### src/hdl/rbyuv_pkg.sv
package rbyuv_pkg;

   // Widths of the fixed-point datapath.
   localparam int SAMPLE_W = 8;
   localparam int SUM_W    = 27;  // holds one pixel's or four pixels' Q16 chroma sum
   localparam int LSUM_W   = 24;  // one pixel's luma sum with the rounding half
   localparam int FRAC_W   = 16;
   localparam int TRUNC_W  = SUM_W - FRAC_W;  // integer part of a chroma sum
   localparam int ADJ_W    = TRUNC_W + 1;     // after the move away from zero
   localparam int CHROMA_W = 10;

   localparam logic [SAMPLE_W-1:0] OFFSET_RESET = 8'd128;

   // Q16 weights.
   localparam logic signed [SUM_W-1:0] Y_R = 27'sd19595;
   localparam logic signed [SUM_W-1:0] Y_G = 27'sd38470;
   localparam logic signed [SUM_W-1:0] Y_B = 27'sd7471;
   localparam logic signed [SUM_W-1:0] U_R = -27'sd9634;
   localparam logic signed [SUM_W-1:0] U_G = -27'sd18940;
   localparam logic signed [SUM_W-1:0] U_B = 27'sd28574;
   localparam logic signed [SUM_W-1:0] V_R = 27'sd40305;
   localparam logic signed [SUM_W-1:0] V_G = -27'sd33751;
   localparam logic signed [SUM_W-1:0] V_B = -27'sd6554;
   localparam logic signed [SUM_W-1:0] Q16_HALF = 27'sd32768;

   localparam logic signed [CHROMA_W-1:0] CLAMP_LO = -10'sd128;
   localparam logic signed [CHROMA_W-1:0] CLAMP_HI = 10'sd127;

   typedef logic [SAMPLE_W-1:0] sample_type;
   typedef logic signed [SUM_W-1:0] sum_type;

endpackage

### src/hdl/rbyuv_pixel.sv
module rbyuv_pixel (
   input  logic                   clock,
   input  rbyuv_pkg::sample_type  blue,
   input  rbyuv_pkg::sample_type  green,
   input  rbyuv_pkg::sample_type  red,
   output logic [rbyuv_pkg::LSUM_W-1:0] luma_sum,
   output rbyuv_pkg::sum_type     u_sum,
   output rbyuv_pkg::sum_type     v_sum
);

   rbyuv_pkg::sum_type b_s, g_s, r_s;
   rbyuv_pkg::sum_type y_full;
   logic [rbyuv_pkg::LSUM_W-1:0] luma_sum_ff;
   rbyuv_pkg::sum_type u_sum_ff, v_sum_ff;

   assign b_s = $signed({{(rbyuv_pkg::SUM_W-rbyuv_pkg::SAMPLE_W){1'b0}}, blue});
   assign g_s = $signed({{(rbyuv_pkg::SUM_W-rbyuv_pkg::SAMPLE_W){1'b0}}, green});
   assign r_s = $signed({{(rbyuv_pkg::SUM_W-rbyuv_pkg::SAMPLE_W){1'b0}}, red});

   // The luma weights add up to one, so the sum never leaves 24 bits.
   assign y_full = rbyuv_pkg::Y_R * r_s + rbyuv_pkg::Y_G * g_s + rbyuv_pkg::Y_B * b_s
                   + rbyuv_pkg::Q16_HALF;

   always_ff @(posedge clock) begin
      luma_sum_ff <= y_full[rbyuv_pkg::LSUM_W-1:0];
      u_sum_ff    <= rbyuv_pkg::U_R * r_s + rbyuv_pkg::U_G * g_s + rbyuv_pkg::U_B * b_s;
      v_sum_ff    <= rbyuv_pkg::V_R * r_s + rbyuv_pkg::V_G * g_s + rbyuv_pkg::V_B * b_s;
   end

   assign luma_sum = luma_sum_ff;
   assign u_sum    = u_sum_ff;
   assign v_sum    = v_sum_ff;

endmodule

### config.mk
export PLATFORM = sky130hd
export DESIGN_NAME = rbyuv_pixel
export DESIGN_NICKNAME = d
export VERILOG_FILES = /design/src/hdl/rbyuv_pkg.sv /design/src/hdl/rbyuv_pixel.sv
export SDC_FILE = /design/constraint.sdc
export NUM_CORES = 1
export LEC_CHECK = 0
export ABC_AREA = 0
export BUFFER_PORTS_ARGS = -buffer_cell sky130_fd_sc_hd__buf_2
export CAP_MARGIN = 0
export CORE_ASPECT_RATIO = 1.5
export CORE_MARGIN = 2
export CORE_UTILIZATION = 55
export CTS_BUF_LIST = sky130_fd_sc_hd__clkbuf_2 sky130_fd_sc_hd__clkbuf_4 sky130_fd_sc_hd__clkbuf_8
export DETAILED_ROUTE_END_ITERATION = 7
export PLACE_DENSITY = 0.72
export REMOVE_ABC_BUFFERS = 1
export SYNTH_ARGS = -nofsm -noshare
export SYNTH_HDL_FRONTEND = slang
export SYNTH_SLANG_ARGS = --single-unit
export TNS_END_PERCENT = 100
### constraint.sdc
create_clock -name clock -period 20.9 [get_ports clock]
set_input_delay 2.09 -clock clock [delete_from_list [all_inputs] [get_ports clock]]
set_output_delay 2.09 -clock clock [all_outputs]
set_load 0.01 [all_outputs]
After elaboration in Yosys (flattened, before gate mapping)
Cells that the tools add are included.
{"block": "word_totals", "register_bits": 78, "latchBits": 0, "mem_bits_rw": 0, "mem_bits_ro": 0, "out_inout_bits": 78, "wordCells": 19, "mem_count": 0}
{"block": "op_classes", "addsub": 7, "mul": 9, "n_div": 0, "order_cmp": 0, "n_eq_ne": 0, "shift": 0, "n_mux": 0, "bitwise": 0, "n_reduce_logical": 0}
{"cell": "multiplier 14 x 9 -> 23 bit, first input constant", "count": 2}
{"cell": "multiplier 15 x 8 -> 23 bit, first input constant", "count": 2}
{"cell": "adder 25 x 26 -> 27 bit", "count": 1}
{"cell": "adder 26 x 24 -> 27 bit", "count": 1}
{"cell": "adder 27 x 23 -> 27 bit", "count": 1}
{"cell": "adder 24 x 25 -> 26 bit", "count": 1}
{"cell": "multiplier 17 x 9 -> 26 bit, first input constant", "count": 1}
{"cell": "adder 23 x 24 -> 24 bit", "count": 1}
{"cell": "adder 24 x 16 -> 24 bit, second input constant", "count": 1}
{"cell": "adder 24 x 21 -> 24 bit", "count": 1}
{"cell": "multiplier 16 x 8 -> 24 bit, first input constant", "count": 1}
{"cell": "multiplier 13 x 9 -> 22 bit, first input constant", "count": 1}
{"cell": "multiplier 14 x 8 -> 22 bit, first input constant", "count": 1}
{"cell": "multiplier 13 x 8 -> 21 bit, first input constant", "count": 1}

Depth between registers and ports, before layout
{"block": "logic_depth", "ltp_word": 4, "ltp_mapped": 31, "mapped_depth_nobuf": 31}

Worst setup path before layout
Ideal clock, no wire load.
{"block": "synth_timing", "path_kind": "input to register", "start": "input green[3]", "end": "register luma_sum_ff, in the netlist luma_sum[23]", "t_arrival_ps": 8718, "required_time_ps": 20773, "slack_ps": 12055, "stages": 30, "n_path_buf": 1, "cell_sequence": "ha_1 -> ha_1 -> ha_1 -> inv_1 -> fa_1 -> inv_1 -> ha_1 -> and3b_1 -> o21a_1 -> o21ai_1 -> nand2b_1 -> a211oi_1 -> xnor2_1 -> ha_1 -> ha_1 -> fa_1 -> inv_1 -> fa_1 -> inv_1 -> fa_1 -> ha_1 -> buf_2 -> a211oi_2 -> o21bai_1 -> a21o_1 -> a211oi_2 -> o211ai_1 -> nor4b_1 -> a211oi_1 -> xor2_1"}
{"block": "synth_via", "elab_chain_cells": 4}
{"item": "start: declaration", "line": "rbyuv_pixel.sv:4", "text": "input rbyuv_pkg::sample_type green,"}
{"item": "multiplier 15 x 8 -> 23 bit", "line": "rbyuv_pixel.sv:21", "text": "assign y_full = rbyuv_pkg::Y_R * r_s + rbyuv_pkg::Y_G * g_s + rbyuv_pkg::Y_B * b_s"}
{"item": "adder 23 x 24 -> 24 bit", "line": "rbyuv_pixel.sv:21"}
{"item": "adder 24 x 21 -> 24 bit", "line": "rbyuv_pixel.sv:21"}
{"item": "adder 24 x 16 -> 24 bit", "line": "rbyuv_pixel.sv:22", "text": "+ rbyuv_pkg::Q16_HALF;"}
{"item": "net y_full[23]", "line": "rbyuv_pixel.sv:12", "text": "rbyuv_pkg::sum_type y_full;"}
{"item": "end signal: assignment", "line": "rbyuv_pixel.sv:25", "text": "luma_sum_ff <= y_full[rbyuv_pkg::LSUM_W-1:0];"}
{"item": "end: declaration", "line": "rbyuv_pixel.sv:13", "text": "logic [rbyuv_pkg::LSUM_W-1:0] luma_sum_ff;"}
The timed path passes the listed nets, and every way through them passes these cells.

Final worst setup path
{"block": "layout_timing", "start": "input green[6]", "end": "register luma_sum_ff, in the netlist luma_sum[23]"}
Same word-level chain as after synthesis.

==> impl_metrics.ini <==
[synthesis]
synth-edff-count = 0
yosysMostFrequentCell = inv_1
synth_area_leader_cell = fa_1
synthFlopType = dfxtp_1
yosys_warnings = 0
ys_seq_area_share_pct = 6.72
synth.top_cell.area_share_pct = 33.4
ys_types = 68
synthTopCellsByCount = inv_1 (641), ha_1 (456), fa_1 (378)
synthCells = 2398
async_flop_share_pct = 0
syn_area_per_cell_um2 = 9.44
yosys-top-cells-area = fa_1 (33%), ha_1 (25%), inv_1 (11%), dfxtp_1 (6.7%), xnor2_1 (4.4%)
synth_area_mm2 = 0.0226
ys_ff_latch = 76

[worst_setup_path]
start_kind = primary input
critPathMaxStageDelay_ns = 0.51
worstSetupPathType = in -> reg
worstPathRequired_ns = 21.21
cpMaxStageDelayCell = fa_1
crit_arrival_ns = 9.94
crit_family = adder cells
worstSetupEndpointType = register
path_depth = 29
critPathBufInv = 5
cp_max_fo = 13

[sta]
fmax_ghz = 0.104
fin_tns_setup_ns = 0
rsz0062_at_grt = no
final_max_slew_viol_count = 0
tightest_slew_ns = 0.787
slew_headroom_pct = 47.2
timing.final.hold_violations = 0
period_share_pct = 46.1
setup_violations = 0
min_period_ns = 9.63

[global_routing]
grt_overflow = 0
grt_use_total_pct = 29.6
grt_max_degree = 18
grt_pass1_vias = 18200
grt.met3_usage_pct = 3.45
grt_use_met1_pct = 34.0
antenna_found_initial = 2
busiest_layer = met2
grt_use_met2_pct = 51.8
grt_pass1_wl_mm = 95.9

[cts]
cts_tree = done
cts_resized = 0
clk_path_buf_depth = 2
cts_hold_buf = 0
cts_sinks = 76
clk_pin_slew_worst_paths_ns = 0.10
htree_levels = 3
cts_root_buf = clkbuf_8
numCtsBuffers = 9
cts_setup_buffers = 0

[die]
design.die.area_mm2 = 0.0428
die_x_um = 170
io_pins = 103
rows = 91
core_area_mm2 = 0.0409
die_h_um = 252
start_util_pct = 55.4

[hold_path]
hold_path_depth = 2
worstHoldPathType = in -> reg

[drt]
finalWirelength_mm = 59.9
antenna_left = 0
drc_errors = 0
dr_total_vias = 16800
wl_per_cell_um = 19.9
drt_iter0_drc = 797
drt_pass1_iterations = 5
viasPerCell = 5.56

[place]
placed_area_mm2 = 0.0237
routabilityCongestion = 0.995
portBuffers = 101
post-dp-hpwl_mm = 52.4

[finish]
postLayoutCoreUtil_pct = 58.4
drive_gt1_share_pct = 5.40
fill_cells = 3587
syn2layout_area_growth_pct = 5.53
fin_nets = 3358
fin_area_mm2 = 0.0239

[outcome]
status = complete, no violations

[run]
max-cap-violations = 0
[layer usage]
layer  routed length [µm]  vias to the layer above
met3                 2500                      189
met5                    0                        -
met1                22800                     8190
met4                 4570                        0
li1                     -                     7871
met2                30100                      504
[cells by family after synthesis]
group,Yosys count,synth area share [%]
AOI/OAI and AO/OA,406,11.7
and+or+nand+nor,262,5.63
other,1,0.0166
buffers and inverters,652,10.9
adders and majority gates,834,58.6
xor gates and xnor gates,166,6.42
muxes,1,0.0442
DFF,76,6.72
[metrics by stage]
| stage | instances | hold WS, ns | setup WS (ns) |
|---|---|---|---|
| floorplan | 2387 | 2.21 | 12.09 |
| global placement | 2999 | 2.48 | 11.11 |
| detailed placement | 2999 | 2.48 | 10.95 |
| CTS | 3013 | 2.18 | 11.33 |
| global route | 3014 | 2.20 | 10.77 |
| finish | 3014 | 2.22 | 11.27 |
[registers in the layout, summed over array words and instances (netlist names)]
signal and flops:
v_sum 27, luma_sum 23, u_sum 26
[final timing paths]
check,start,end,slack [ns]
setup / recovery,green[6],luma_sum[23],11.27
hold / removal,blue[0],u_sum[1],2.22
[layout by cell type, fill, tap and decap left out, drive strengths merged, types with 24 or more instances in the layout]
cell type / n
a21o: 79
a21oi: 138
buf: 101
dfxtp: 76
fa: 378
ha: 456
inv: 641
nand2: 59
nand3: 24
nor2: 76
o21ai: 63
o21bai: 27
xnor2: 114
xor2: 52
[final cells by class]
| class | instances | area (µm²) | share of cell area (%) |
|---|---|---|---|
| diodes | 1 | 2.50 | 0.0105 |
| clock buffers | 9 | 124 | 0.519 |
| clock inverters | 5 | 31.3 | 0.131 |
| inverters | 641 | 2410 | 10.1 |
| multi-input cells | 1670 | 18700 | 78.1 |
| flip-flops and latches | 76 | 1520 | 6.37 |
| well taps | 511 | 639 | 2.68 |
| repair buffers | 101 | 505 | 2.12 |
Power is left out: the tool's default activity adds up to more than one toggle a clock period on the data nets, which glitch-free logic cannot reach.
