--- src/hdl/rbyuv_pkg.sv ---
package rbyuv_pkg;

   // Widths of the fixed-point datapath.
   localparam int SAMPLE_W = 8;
   localparam int SUM_W    = 27;  // holds one pixel's or four pixels' Q16 chroma sum
   localparam int LSUM_W   = 24;  // one pixel's luma sum with the rounding half
   localparam int FRAC_W   = 16;
   localparam int TRUNC_W  = SUM_W - FRAC_W;  // integer part of a chroma sum
   localparam int ADJ_W    = TRUNC_W + 1;     // after the move away from zero
   localparam int CHROMA_W = 10;

   localparam logic [SAMPLE_W-1:0] OFFSET_RESET = 8'd128;

   // Q16 weights.
   localparam logic signed [SUM_W-1:0] Y_R = 27'sd19595;
   localparam logic signed [SUM_W-1:0] Y_G = 27'sd38470;
   localparam logic signed [SUM_W-1:0] Y_B = 27'sd7471;
   localparam logic signed [SUM_W-1:0] U_R = -27'sd9634;
   localparam logic signed [SUM_W-1:0] U_G = -27'sd18940;
   localparam logic signed [SUM_W-1:0] U_B = 27'sd28574;
   localparam logic signed [SUM_W-1:0] V_R = 27'sd40305;
   localparam logic signed [SUM_W-1:0] V_G = -27'sd33751;
   localparam logic signed [SUM_W-1:0] V_B = -27'sd6554;
   localparam logic signed [SUM_W-1:0] Q16_HALF = 27'sd32768;

   localparam logic signed [CHROMA_W-1:0] CLAMP_LO = -10'sd128;
   localparam logic signed [CHROMA_W-1:0] CLAMP_HI = 10'sd127;

   typedef logic [SAMPLE_W-1:0] sample_type;
   typedef logic signed [SUM_W-1:0] sum_type;

endpackage

--- src/hdl/rbyuv_chroma.sv ---
module rbyuv_chroma (
   input  logic                  clock,
   input  rbyuv_pkg::sum_type    sum,
   input  rbyuv_pkg::sample_type offset,
   output logic signed [rbyuv_pkg::CHROMA_W-1:0] chroma
);

   logic signed [rbyuv_pkg::TRUNC_W-1:0]  whole;
   logic signed [rbyuv_pkg::ADJ_W-1:0]    adj_in, adj_ff;
   logic signed [rbyuv_pkg::CHROMA_W-1:0] quarter, clamped, chroma_in, chroma_ff;
   logic                                  round_up;

   // Truncation toward zero: a negative sum with a fraction rounds up by one.
   assign round_up = sum[rbyuv_pkg::SUM_W-1] && (sum[rbyuv_pkg::FRAC_W-1:0] != '0);
   assign whole    = sum[rbyuv_pkg::SUM_W-1:rbyuv_pkg::FRAC_W]
                     + $signed({{(rbyuv_pkg::TRUNC_W-1){1'b0}}, round_up});

   always_comb begin
      if (whole[rbyuv_pkg::TRUNC_W-1]) begin
         adj_in = rbyuv_pkg::ADJ_W'(whole) - rbyuv_pkg::ADJ_W'(2);
      end else begin
         adj_in = rbyuv_pkg::ADJ_W'(whole) + rbyuv_pkg::ADJ_W'(2);
      end
   end

   assign quarter = rbyuv_pkg::CHROMA_W'(adj_ff >>> 2);

   always_comb begin
      priority if (quarter < rbyuv_pkg::CLAMP_LO) begin
         clamped = rbyuv_pkg::CLAMP_LO;
      end else if (quarter > rbyuv_pkg::CLAMP_HI) begin
         clamped = rbyuv_pkg::CLAMP_HI;
      end else begin
         clamped = quarter;
      end
      chroma_in = clamped
                  + $signed({{(rbyuv_pkg::CHROMA_W-rbyuv_pkg::SAMPLE_W){1'b0}}, offset});
   end

   always_ff @(posedge clock) begin
      adj_ff    <= adj_in;
      chroma_ff <= chroma_in;
   end

   assign chroma = chroma_ff;

endmodule

--- config.mk ---
export PLATFORM = sky130hd
export DESIGN_NAME = rbyuv_chroma
export DESIGN_NICKNAME = d
export VERILOG_FILES = /design/src/hdl/rbyuv_pkg.sv /design/src/hdl/rbyuv_chroma.sv
export SDC_FILE = /design/constraint.sdc
export NUM_CORES = 1
export LEC_CHECK = 0
export BUFFER_PORTS_ARGS = -buffer_cell sky130_fd_sc_hd__buf_2
export CAP_MARGIN = 20
export CORE_MARGIN = 2
export CORE_UTILIZATION = 46
export CTS_BUF_LIST = sky130_fd_sc_hd__clkbuf_4 sky130_fd_sc_hd__clkbuf_8
export DETAILED_ROUTE_END_ITERATION = 12
export PLACE_DENSITY = 0.77
export SYNTH_ARGS = -nofsm -noshare
export SYNTH_HDL_FRONTEND = slang
export SYNTH_SLANG_ARGS = --single-unit
--- constraint.sdc ---
create_clock -name clock -period 8.74 [get_ports clock]
set_clock_uncertainty 0.05 [all_clocks]
set_input_delay 1.748 -clock clock [delete_from_list [all_inputs] [get_ports clock]]
set_output_delay 1.748 -clock clock [all_outputs]
set_load 0.05 [all_outputs]
### Word level (Yosys, flattened, before mapping)

Index checks and enable logic that the tools add are counted.
W data, S select, Z words.

| cells by class | value |
|---|---|
| add/subtract/negate cells | 4 |
| $lt $le $gt $ge | 2 |
| multiplexer cells | 3 |
| reductions and logical operators | 2 |

Operators by type and width:

| operator | count |
|---|---|
| $mux W10 | 2 |
| $reduce_bool A16 Y1 | 1 |
| $add A11 B3 Y12 const B | 1 |
| $mux W12 | 1 |
| $sub A11 B3 Y12 const B | 1 |
| $add A11 B2 Y11 | 1 |
| $add A10 B9 Y10 | 1 |
| $gt A10 B8 Y1 const B | 1 |
| $lt A10 B8 Y1 const B | 1 |
| $logic_and A1 B1 Y1 | 1 |

| word-level totals | value |
|---|---|
| flip-flop bits (word level) | 22 |
| logic and storage cells | 13 |

### Longest topological paths before layout

Gate-level depths: netlist of the first run.

| depth | value |
|---|---|
| depth after elaboration | 5 |
| mapped depth | 15 |
| depth with buffers taken out | 14 |

### Least setup slack after synthesis of the first run

OpenSTA, ideal clock, no wires.

| timing path | value |
|---|---|
| path kind | input-to-reg |
| start point | input port sum[26] |
| end point | register adj_ff[8] in the netlist's numbering |
| library setup time | 0.141 ns |
| arrival time | 4.572 ns |
| data required time | 8.549 ns |
| setup slack | 3.977 ns |
| stages on the path | 13 |
| cell sequence | buf_6 > nand2_1 > a41o_1 > inv_1 > ha_1 > nand4_2 > nor3_4 > xor2_4 > ha_1 > a21oi_1 > o31ai_2 > a2111oi_0 > a211oi_2 |

| between the ends | value |
|---|---|
| cells in the longest elaborated chain, start to end | 4 |
| elaborated cells between the ends (all ways) | 5 |
| classes of those cells | add/sub (3); mux (1); reduce/logical (1) |

RTL lines:

| element | line | text |
|---|---|---|
| start: declaration | rbyuv_chroma.sv:3 | `input rbyuv_pkg::sum_type sum,` |
| $logic_and A1 B1 Y1 | rbyuv_chroma.sv:14 | `assign round_up = sum[rbyuv_pkg::SUM_W-1] && (sum[rbyuv_pkg::FRAC_W-1:0] != '0);` |
| $add A11 B2 Y11 (*) | rbyuv_chroma.sv:16 | `+ $signed({{(rbyuv_pkg::TRUNC_W-1){1'b0}}, round_up});` |
| $add A11 B3 Y12 or $sub A11 B3 Y12 (tied branches) | rbyuv_chroma.sv:22, rbyuv_chroma.sv:20 |  |
| $mux W12 (*) | rbyuv_chroma.sv:19 | `if (whole[rbyuv_pkg::TRUNC_W-1]) begin` |
| net adj_in, one bit | rbyuv_chroma.sv:9 | `logic signed [rbyuv_pkg::ADJ_W-1:0] adj_in, adj_ff;` |
| end signal: assignment | rbyuv_chroma.sv:41 | `adj_ff <= adj_in;` |
| end: declaration | rbyuv_chroma.sv:9 |  |

Mark *: on every way through the listed nets, which the timed path passes. The rest lies on a longest branch.

### Final worst setup path of the first run

Same ends and word-level chain as after synthesis.

==> flow_summary.ini, run 1 <==
[outcome]
outcome = finished clean

[power_and_ir_drop]
power.density_mw_per_mm2 = 184
p_leak_nw = 0.851
total_power_mw = 0.348
peakVddDrop_v = 0.0000580

[place]
placed_area_sq_mm = 0.00185
io_buffers = 45
preCtsSetupSlack_ps = 3540
gp_congestion = 0.845
place_hpwl_um = 2710

[floorplanning]
die_x_um = 63.1
start_util_pct = 48.1
die_h_um = 63.1
row_count = 21
num_io_pins = 46
design.core.area_sq_mm = 0.00334
dieArea_sq_mm = 0.00398

[cts]
clockBufferDepth = 2
ctsResizeCount = 0
cts.htree.levels = 1
cts.reportedPaths.clkPinSlew_ps = 110
numCtsBuffers = 3
ctsHoldBuffers = 0
root_buffer = clkbuf_4
cts_tree = yes
clock_sinks = 20
cts_setup_buffers = 0
clk_latency_ps = 300

[route]
wl_per_cell_um = 11.2
drt-vias-per-instance = 5.23
drc_errors = 0
drtPass1Iterations = 4
finalWirelength_um = 3200
via_count = 1490
drt_iter0_drc = 41
ant_nets = 0

[yosys]
synth_top_area_share_pct = 24.9
synth_seq_area_share_pct = 24.9
yosys_warnings = 0
synth_edf_count = 0
ys_seq_elements = 20
synth_cells = 197
ys_types = 46
synthArstFlopShare_pct = 0
synth_most_common_cell = nor2_1
synth_flop_cell = dfxtp_1
synthTopCellsByArea = dfxtp_1 25%, xnor2_1 9.8%, ha_1 8.6%
synth_common_cells = 24 x nor2_1, 20 x dfxtp_1, 18 x xnor2_1, 16 x inv_1, 16 x nand2_1
syn-num-nets = 246
synth.avg_cell_area_sq_um = 8.15
yosysTopAreaCell = dfxtp_1
synth_area_sq_mm = 0.00161

[timing]
fin_crit_sh_pct = 55.5
hold_viol = 0
fmax_mhz = 206
rsz0062_at_grt = false
setup_viol = 0
worst_slack_ps = 3890
fin_setup_tns_ps = 0
worst_pin_slew_ps = 613
slew_headroom_pct = 58.9
period_minus_slack_ps = 4850
slew_viol_final = 0

[finish]
final_area_sq_mm = 0.00189
diodes = 0
nets = 289
drive_above_1_share_pct = 25.1
area_growth_syn_to_layout_pct = 17.6

[setup_path]
critPathMaxFanout = 11
crit_required_ps = 8870
arrival_ps = 4980
start_kind = input pin
crit_path_end_kind = flip-flop
setup.worst_path.class = in -> reg

[grt]
track_usage_pct = 16.9
grt_max_degree = 18
overflow = 0
grt_pass1_vias = 1314
grt_pass1_wl_um = 5510
antenna_found_initial = 0

[job]
cap_violations = 0

[hold_path]
hold_class = reg -> reg
## cells by family (layout without fill, tap and decap cells)
| logic type | Yosys count | in the layout | share of synthesized area (%) |
|---|---|---|---|
| buffers and inverters | 24 | 66 | 6.39 |
| flip-flops | 20 | 20 | 24.9 |
| AO/OA/AOI/OAI | 42 | 42 | 18.1 |
| XOR/XNOR | 27 | 27 | 16.4 |
| adder cells (fa/ha/maj) | 13 | 13 | 11.1 |
| AND/OR/NAND/NOR | 71 | 71 | 23.1 |
## cell usage in the layout (no fill, tap or decap), types with 6 or more instances in the layout
cell and instances:
buf_2 45, nor2_1 24, dfxtp_1 20, xnor2_1 18, inv_1 16, nand2_1 16, a21oi_1 15, ha_1 11
xor2_1 7, nor4_1 6, nand3_1 6
## worst max-delay path, cell delays in order
cell and delay (ps):
buf_2 210, nand2_1 80, a41o_1 260, inv_1 90
ha_1 230, nand4_2 150, nor3_4 380, xor2_4 350
ha_1 290, a21oi_1 490, o31ai_2 140, a2111oi_0 530
a211oi_2 50
## sequential cells by signal, summed over array words and instances, names as in the netlist
name,cells
adj_ff,10
chroma,10
## where the power goes
part,switching [mW],total (mW),internal (mW)
sequential,0.0116,0.127,0.115
clock,0.0276,0.0530,0.0254
combinational,0.113,0.168,0.0544
total,0.153,0.348,0.195
## path summary, 6_finish.rpt
| kind | startpoint | endpoint | slack (ps) | depth (start not counted) |
|---|---|---|---|---|
| worst max-delay path | sum[26] | adj_ff[8] | 3890 | 13 |
| worst min register to register | adj_ff[2] | chroma[0] | 630 | 3 |
| worst min-delay path | adj_ff[2] | chroma[0] | 630 | 3 |
| worst max register to register | adj_ff[11] | chroma[9] | 6080 | 11 |
## area by class of cell
type,count,area (sq um)
fill,318,1450
multi-input combinational,153,1100
sequential,20,400
timing repair buffer,45,225
inverter,17,66.3
tap,46,57.6
clock buffer,4,36.3
## stage by stage
stage	hold WS, ps	util [%]	instances
2_1_floorplan	577	-	197
3_3_place_gp	607	55.5	281
3_5_place_dp	611	55.5	281
4_1_cts	643	56.6	285
5_1_grt	689	56.6	285
6_report	634	56.6	285
## routing by layer
metal	vias to the layer above	global-route usage (%)	wire, um
met5	-	0	0
met4	0	7.22	67
met3	7	2.32	158
met2	46	29.9	1580
met1	663	20.4	1400
li1	774	-	-
Note: power is estimated with default switching activity, not from simulation.
==> run 2, diff against run 1 <==
--- a/config.mk
+++ b/config.mk
@@ -5,13 +5,14 @@
 export SDC_FILE = /design/constraint.sdc
 export NUM_CORES = 1
 export LEC_CHECK = 0
+export ABC_AREA = 1
 export BUFFER_PORTS_ARGS = -buffer_cell sky130_fd_sc_hd__buf_2
 export CAP_MARGIN = 20
 export CORE_MARGIN = 2
 export CORE_UTILIZATION = 46
 export CTS_BUF_LIST = sky130_fd_sc_hd__clkbuf_4 sky130_fd_sc_hd__clkbuf_8
 export DETAILED_ROUTE_END_ITERATION = 12
-export PLACE_DENSITY = 0.77
+export PLACE_DENSITY = 0.8
 export SYNTH_ARGS = -nofsm -noshare
 export SYNTH_HDL_FRONTEND = slang
 export SYNTH_SLANG_ARGS = --single-unit
==> constraint.sdc (replaced) <==
create_clock -name clock -period 4 [get_ports clock]
set_clock_uncertainty 0.05 [all_clocks]
set_input_delay 0.8 -clock clock [delete_from_list [all_inputs] [get_ports clock]]
set_output_delay 0.8 -clock clock [all_outputs]
set_load 0.05 [all_outputs]
==> run 2 against run 1 <==
  * Sequential power grew 110%
  * Worst hold slack lost 180 ps
  * Critical endpoint is now adj_ff[9]
  * Largest power group unchanged
  * First-iteration DRC count grew 2.4%
  * Highest routed layer unchanged
  * Combinational power grew 130%
  * Wire length shrank 8.3%
==> flow_summary.ini, run 2 <==
[yosys]
yosys_warnings = 0
synth_flop_cell = dfxtp_1
synth_top_area_share_pct = 25.4
synth_area_sq_mm = 0.00158
syn-num-nets = 284
ys_seq_elements = 20
synth_common_cells = 68 x nand2_1, 32 x inv_1, 25 x nor2_1, 20 x dfxtp_1, 16 x nand3_1
synth_seq_area_share_pct = 25.4
synthArstFlopShare_pct = 0
yosysTopAreaCell = dfxtp_1
synth_cells = 235
ys_types = 25
synth_edf_count = 0
synth.avg_cell_area_sq_um = 6.71
synthTopCellsByArea = dfxtp_1 25%, nand2_1 16%, ha_1 8.7%
synth_most_common_cell = nand2_1

[setup_path]
worst_r2r_path_depth = 16
crit_path_end_kind = flip-flop
r2r_slack_ps = 1490
crit_chain = buf_2, nor2_1, nand2_1, nor2_1, a21oi_1, ha_1, nand2_2, inv_1, nor2_1, inv_1, fa_1, nor2_1, nand3_1, nand2_2, nand2_2, nand2_1, nand3_1, nand2_1
path_common_cell = nor2_1
crit_end = adj_ff[9]
critPathMaxFanout = 5
start_kind = input pin
crit_slowest_cell = fa_1
arrival_ps = 2890
worstReg2RegStart = adj_ff[10]
setup.worst_path.class = in -> reg
r2r_end = chroma[8]
crit_required_ps = 4200
cp-startpoint = sum[7]
slowest_delay_ps = 430

[cts]
cts_tree = yes
ctsHoldBuffers = 0
numCtsBuffers = 3
clockBufferDepth = 2
root_buffer = clkbuf_4
clock_sinks = 20
ctsResizeCount = 0
cts_setup_buffers = 0
cts.reportedPaths.clkPinSlew_ps = 100
cts.htree.levels = 1
clk_latency_ps = 300

[timing]
period_minus_slack_ps = 2700
fin_crit_sh_pct = 67.4
fmax_mhz = 371
worst_slack_ps = 1300
slew_headroom_pct = 80.4
fin_setup_tns_ps = 0
hold_viol = 0
worst_pin_slew_ps = 291
rsz0062_at_grt = false
whs_ps = 452
slew_viol_final = 0
setup_viol = 0

[place]
place_hpwl_um = 2550
io_buffers = 45
preCtsSetupSlack_ps = 969
gp_congestion = 0.871

[power_and_ir_drop]
power_frac_comb_pct = 50.0
p_sw_share_pct = 44.5
power.density_mw_per_mm2 = 403
clock_power_share_pct = 15.0
p_leak_nw = 1.06
seqPwrFrac_pct = 35.0
switchingPower_mw = 0.340
peakVddDrop_v = 0.000140
p_int_mw = 0.423

[finish]
nFillCells = 331
nets = 333
diodes = 0
layout_common_cells = 68 x nand2_1, 45 x buf_2, 32 x inv_1
area_growth_syn_to_layout_pct = 20.0
multiInputGateArea_sq_mm = 0.00104
drive_above_1_share_pct = 25.4
final_common_cell = nand2_1
layout.area.seq_sq_um = 400

[floorplanning]
start_util_pct = 47.6
dieArea_sq_mm = 0.00391
die_h_um = 62.5
num_io_pins = 46
row_count = 21
design.core.area_sq_mm = 0.00331
die_x_um = 62.5

[job]
cap_violations = 0

[route]
finalWirelength_um = 2940
ant_nets = 0
drc_errors = 0
drt-vias-per-instance = 4.62
drtPass1Iterations = 4
via_count = 1521
wl_per_cell_um = 8.92
drt_iter0_drc = 42

[hold_path]
hold_class = reg -> reg
min-delay-start = adj_ff[11]

[grt]
grt_max_degree = 12
antenna_found_initial = 0
track_usage_pct = 17.1
grt_pass1_wl_um = 5660
overflow = 0
grt_pass1_vias = 1461

[outcome]
outcome = finished clean
run 2: cell types whose count changed after synthesis, moves of 3 or more:
cell | previous run | this run
nand4_1 | 2 | 6
nand3_1 | 6 | 16
a21oi_1 | 15 | 10
nor3_1 | 5 | 0
nand2_1 | 16 | 68
nand3_2 | 0 | 4
inv_1 | 16 | 32
nor4_1 | 6 | 0
clkbuf_1 | 4 | 1
nand2_2 | 0 | 10
a31oi_1 | 5 | 0
nor2_4 | 0 | 3
xnor2_1 | 18 | 2
run 2: cell type report:
class	instances	area share [%]
clock buffers	4	1.92
inverters	33	6.81
multi-input cells	181	55.2
flip-flops and latches	20	21.2
well taps	46	3.04
repair buffers	45	11.9
run 2: per-stage QoR:
stage | power [mW] | instance area (sq um) | util, % | instances
after CTS | 0.771 | 1890 | 57.1 | 329
after floorplan | 0.571 | 1580 | - | 235
after global routing | 0.817 | 1890 | 57.1 | 329
after global placement | 0.646 | 1860 | 56.0 | 325
after detailed placement | 0.656 | 1860 | 56.0 | 325
final | 0.763 | 1890 | 57.1 | 329
run 2: worst min path at each step:
stage	slack (ps)	cells past startpoint	endpoint
final	450	2	chroma[9]
after global routing	500	2	chroma[9]
after CTS	460	2	chroma[9]
after detailed placement	440	2	chroma[9]
after global placement	430	2	chroma[9]
after floorplan	400	2	chroma[9]
run 2: power groups by stage:
stage,clock network (mW),registers (mW),logic [mW]
after detailed placement,0,0.273,0.383
after floorplan,0,0.412,0.159
after global routing,0.126,0.271,0.420
after CTS,0.118,0.268,0.385
final,0.115,0.267,0.381
after global placement,0,0.271,0.375
run 2: metal layers:
| layer | global-route usage, % | up-vias | wire (um) |
|---|---|---|---|
| li1 | - | 838 | - |
| met1 | 19.2 | 640 | 1300 |
| met2 | 31.7 | 36 | 1450 |
| met3 | 2.88 | 7 | 137 |
| met4 | 6.94 | 0 | 53 |
| met5 | 0 | - | 0 |
run 2: cells by family (layout without fill, tap and decap cells):
| group | Yosys count | count (layout) | share of synthesized area, % |
|---|---|---|---|
| compound gates | 19 | 19 | 6.67 |
| xor+xnor | 11 | 11 | 6.11 |
| fa+ha+maj | 13 | 13 | 11.3 |
| flops | 20 | 20 | 25.4 |
| simple gates | 138 | 138 | 42.1 |
| buf+inv | 34 | 82 | 8.41 |
run 2: worst max-delay path, delay by kind of cell:
kind | cells | cell delay (ps)
AND/OR/NAND/NOR | 12 | 1120
adder cells (fa/ha/maj) | 2 | 690
buffers and inverters | 3 | 210
AO/OA/AOI/OAI | 1 | 90
==> run 3, diff against run 2 <==
--- a/config.mk
+++ b/config.mk
@@ -12,7 +12,7 @@
 export CORE_UTILIZATION = 46
 export CTS_BUF_LIST = sky130_fd_sc_hd__clkbuf_4 sky130_fd_sc_hd__clkbuf_8
 export DETAILED_ROUTE_END_ITERATION = 12
-export PLACE_DENSITY = 0.8
+export PLACE_DENSITY = 0.77
 export SYNTH_ARGS = -nofsm -noshare
 export SYNTH_HDL_FRONTEND = slang
 export SYNTH_SLANG_ARGS = --single-unit
==> constraint.sdc (replaced) <==
create_clock -name clock -period 2.6 [get_ports clock]
set_clock_uncertainty 0.05 [all_clocks]
set_input_delay 0.52 -clock clock [delete_from_list [all_inputs] [get_ports clock]]
set_output_delay 0.52 -clock clock [all_outputs]
set_load 0.05 [all_outputs]
==> run 3 against run 2 <==
  * Die area stayed put
  * Via count is 4.0% higher
  * Setup slack worse by 1100 ps
  * Sequential cell count stayed put
  * Clock-buffer cell count is 1 lower
  * Register-to-register slack worse by 1200 ps
  * Sequential share of layout area is 1.1 points lower
  * Clock power is 120% higher
  * Largest power group unchanged
==> flow_summary.ini, run 3 (synthesized netlist as in run 2, its figures left out) <==
[timing]
rsz0062_at_grt = false
worst_pin_slew_ps = 243
worst_slack_ps = 254
fin_setup_tns_ps = 0
slew_viol_final = 0
fin_crit_sh_pct = 90.2
setup_viol = 0
fmax_mhz = 426
whs_ps = 387
slew_headroom_pct = 83.8
period_minus_slack_ps = 2350
hold_viol = 0

[power_and_ir_drop]
peakVddDrop_v = 0.000265
switchingPower_mw = 0.538
power.density_mw_per_mm2 = 641
power_frac_comb_pct = 48.3
clock_power_share_pct = 19.4
total_power_mw = 1.28
p_leak_nw = 1.10
p_int_mw = 0.742
p_sw_share_pct = 42.0
seqPwrFrac_pct = 32.2

[setup_path]
crit_slowest_cell = dfxtp_2
critPathMaxFanout = 7
r2r_end = chroma[8]
arrival_ps = 2530
worstReg2RegStart = adj_ff[11]
crit_chain = inv_1, a21oi_1, inv_2, nand2_1, nand2_1, ha_1, a21oi_1, o21ai_2, nand2_1, nand2_1, a21oi_2, nor2_1, nor2_1, nor2_1, nor2_1, xor2_1
critPathBufInv = 2
crit_required_ps = 2780
r2r_slack_ps = 250
setup.worst_path.class = reg -> reg
crit_path_end_kind = flip-flop
slowest_delay_ps = 390
crit_family = compound AO/OA/AOI/OAI gates
worst_r2r_path_depth = 16
start_kind = flip-flop

[route]
via_count = 1582
ant_nets = 0
wl_per_cell_um = 9.06
drc_errors = 0
finalWirelength_um = 3050
drt-vias-per-instance = 4.69
drt_iter0_drc = 37
drtPass1Iterations = 4

[grt]
met3_usage_pct = 2.34
overflow = 0
grt_use_met1_pct = 18.2
antenna_found_initial = 0
grt_pass1_wl_um = 5500
grt_util_met2_pct = 32.5
busiest_layer = met2
grt_max_degree = 13
grt_pass1_vias = 1455
track_usage_pct = 16.7

[floorplanning]
num_io_pins = 46
die_x_um = 62.5
die_h_um = 62.5
start_util_pct = 47.6
dieArea_sq_mm = 0.00391
design.core.area_sq_mm = 0.00331
row_count = 21

[cts]
clockBufferDepth = 2
cts_tree = yes
clk_latency_ps = 300
root_buffer = clkbuf_4
cts.htree.levels = 1
numCtsBuffers = 3
clock_sinks = 20
cts.reportedPaths.clkPinSlew_ps = 110

[job]
cap_violations = 0

[place]
placed_area_sq_mm = 0.00192
place_hpwl_um = 2670
preCtsSetupSlack_ps = -65.9
place_inst = 333
io_buffers = 45
gp_congestion = 0.765

[outcome]
outcome = finished clean

[finish]
finish.utilization_pct = 60.3
nets = 341
nFillCells = 332
final_area_sq_mm = 0.00200
area_growth_syn_to_layout_pct = 26.7
final_common_cell = nand2_1
stdcell_count = 337
layout_common_cells = 68 x nand2_1, 45 x buf_2, 31 x inv_1
diodes = 0
drive_above_1_share_pct = 30.2

[hold_path]
holdPathEnd = chroma[0]
min-delay-start = offset[0]
hold_class = in -> reg
holdPathStages = 2
-- run 3: cell types whose count changed in the layout (fill, tap and decap cells not counted), sizes merged --
cell | before | now
bufinv | 0 | 1
buf | 45 | 53
clkbuf | 4 | 3
-- run 3: how the worst max path moves through the flow --
stage / from / end / slack (ps) / cells after the start
2_1_floorplan: sum[15] / adj_ff[9] / 170 / 16
3_3_place_gp: sum[15] / adj_ff[6] / -20 / 18
3_5_place_dp: sum[7] / adj_ff[9] / -70 / 18
4_1_cts: adj_ff[9] / chroma[8] / 30 / 16
5_1_grt: adj_ff[11] / chroma[8] / 20 / 17
6_report: adj_ff[11] / chroma[8] / 250 / 16
-- run 3: worst register-to-register path: stages, from the launching register on --
cell and delay, ps:
dfxtp_2 390, inv_1 80, a21oi_1 170, inv_2 100, nand2_1 70, nand2_1 50, ha_1 320, a21oi_1 190
o21ai_2 80, nand2_1 60, nand2_1 60, a21oi_2 160, nor2_1 60, nor2_1 80, nor2_1 40, nor2_1 130
xor2_1 190
-- run 3: final cells by class --
type | instances | area (sq um) | area share (%)
clock buffers | 3 | 22.5 | 1.13
well taps | 46 | 57.6 | 2.88
inverters | 33 | 129 | 6.45
multi-input cells | 181 | 1070 | 53.6
repair buffers | 53 | 285 | 14.3
flip-flops and latches | 20 | 402 | 20.1
clock inverters | 1 | 30.0 | 1.50
-- run 3: what timing repair did --
action	4_1_cts	5_1_grt
buffers inserted	0	0
resized for setup	0	10
hold buffers	0	0
setup endpoints to repair	0	5
-- run 3: power groups by stage --
stage                     registers, mW  logic (mW)  clock network [mW]
after detailed placement          0.420       0.609                   0
final                             0.413       0.618               0.249
after floorplan                   0.633       0.245                   0
after global routing              0.421       0.680               0.265
after global placement            0.417       0.592                   0
after CTS                         0.413       0.610               0.252
-- run 3: metal layers --
layer	wire length, um	up-vias
met5	0	-
met4	47	0
met3	167	7
met2	1570	46
met1	1270	678
li1	-	851
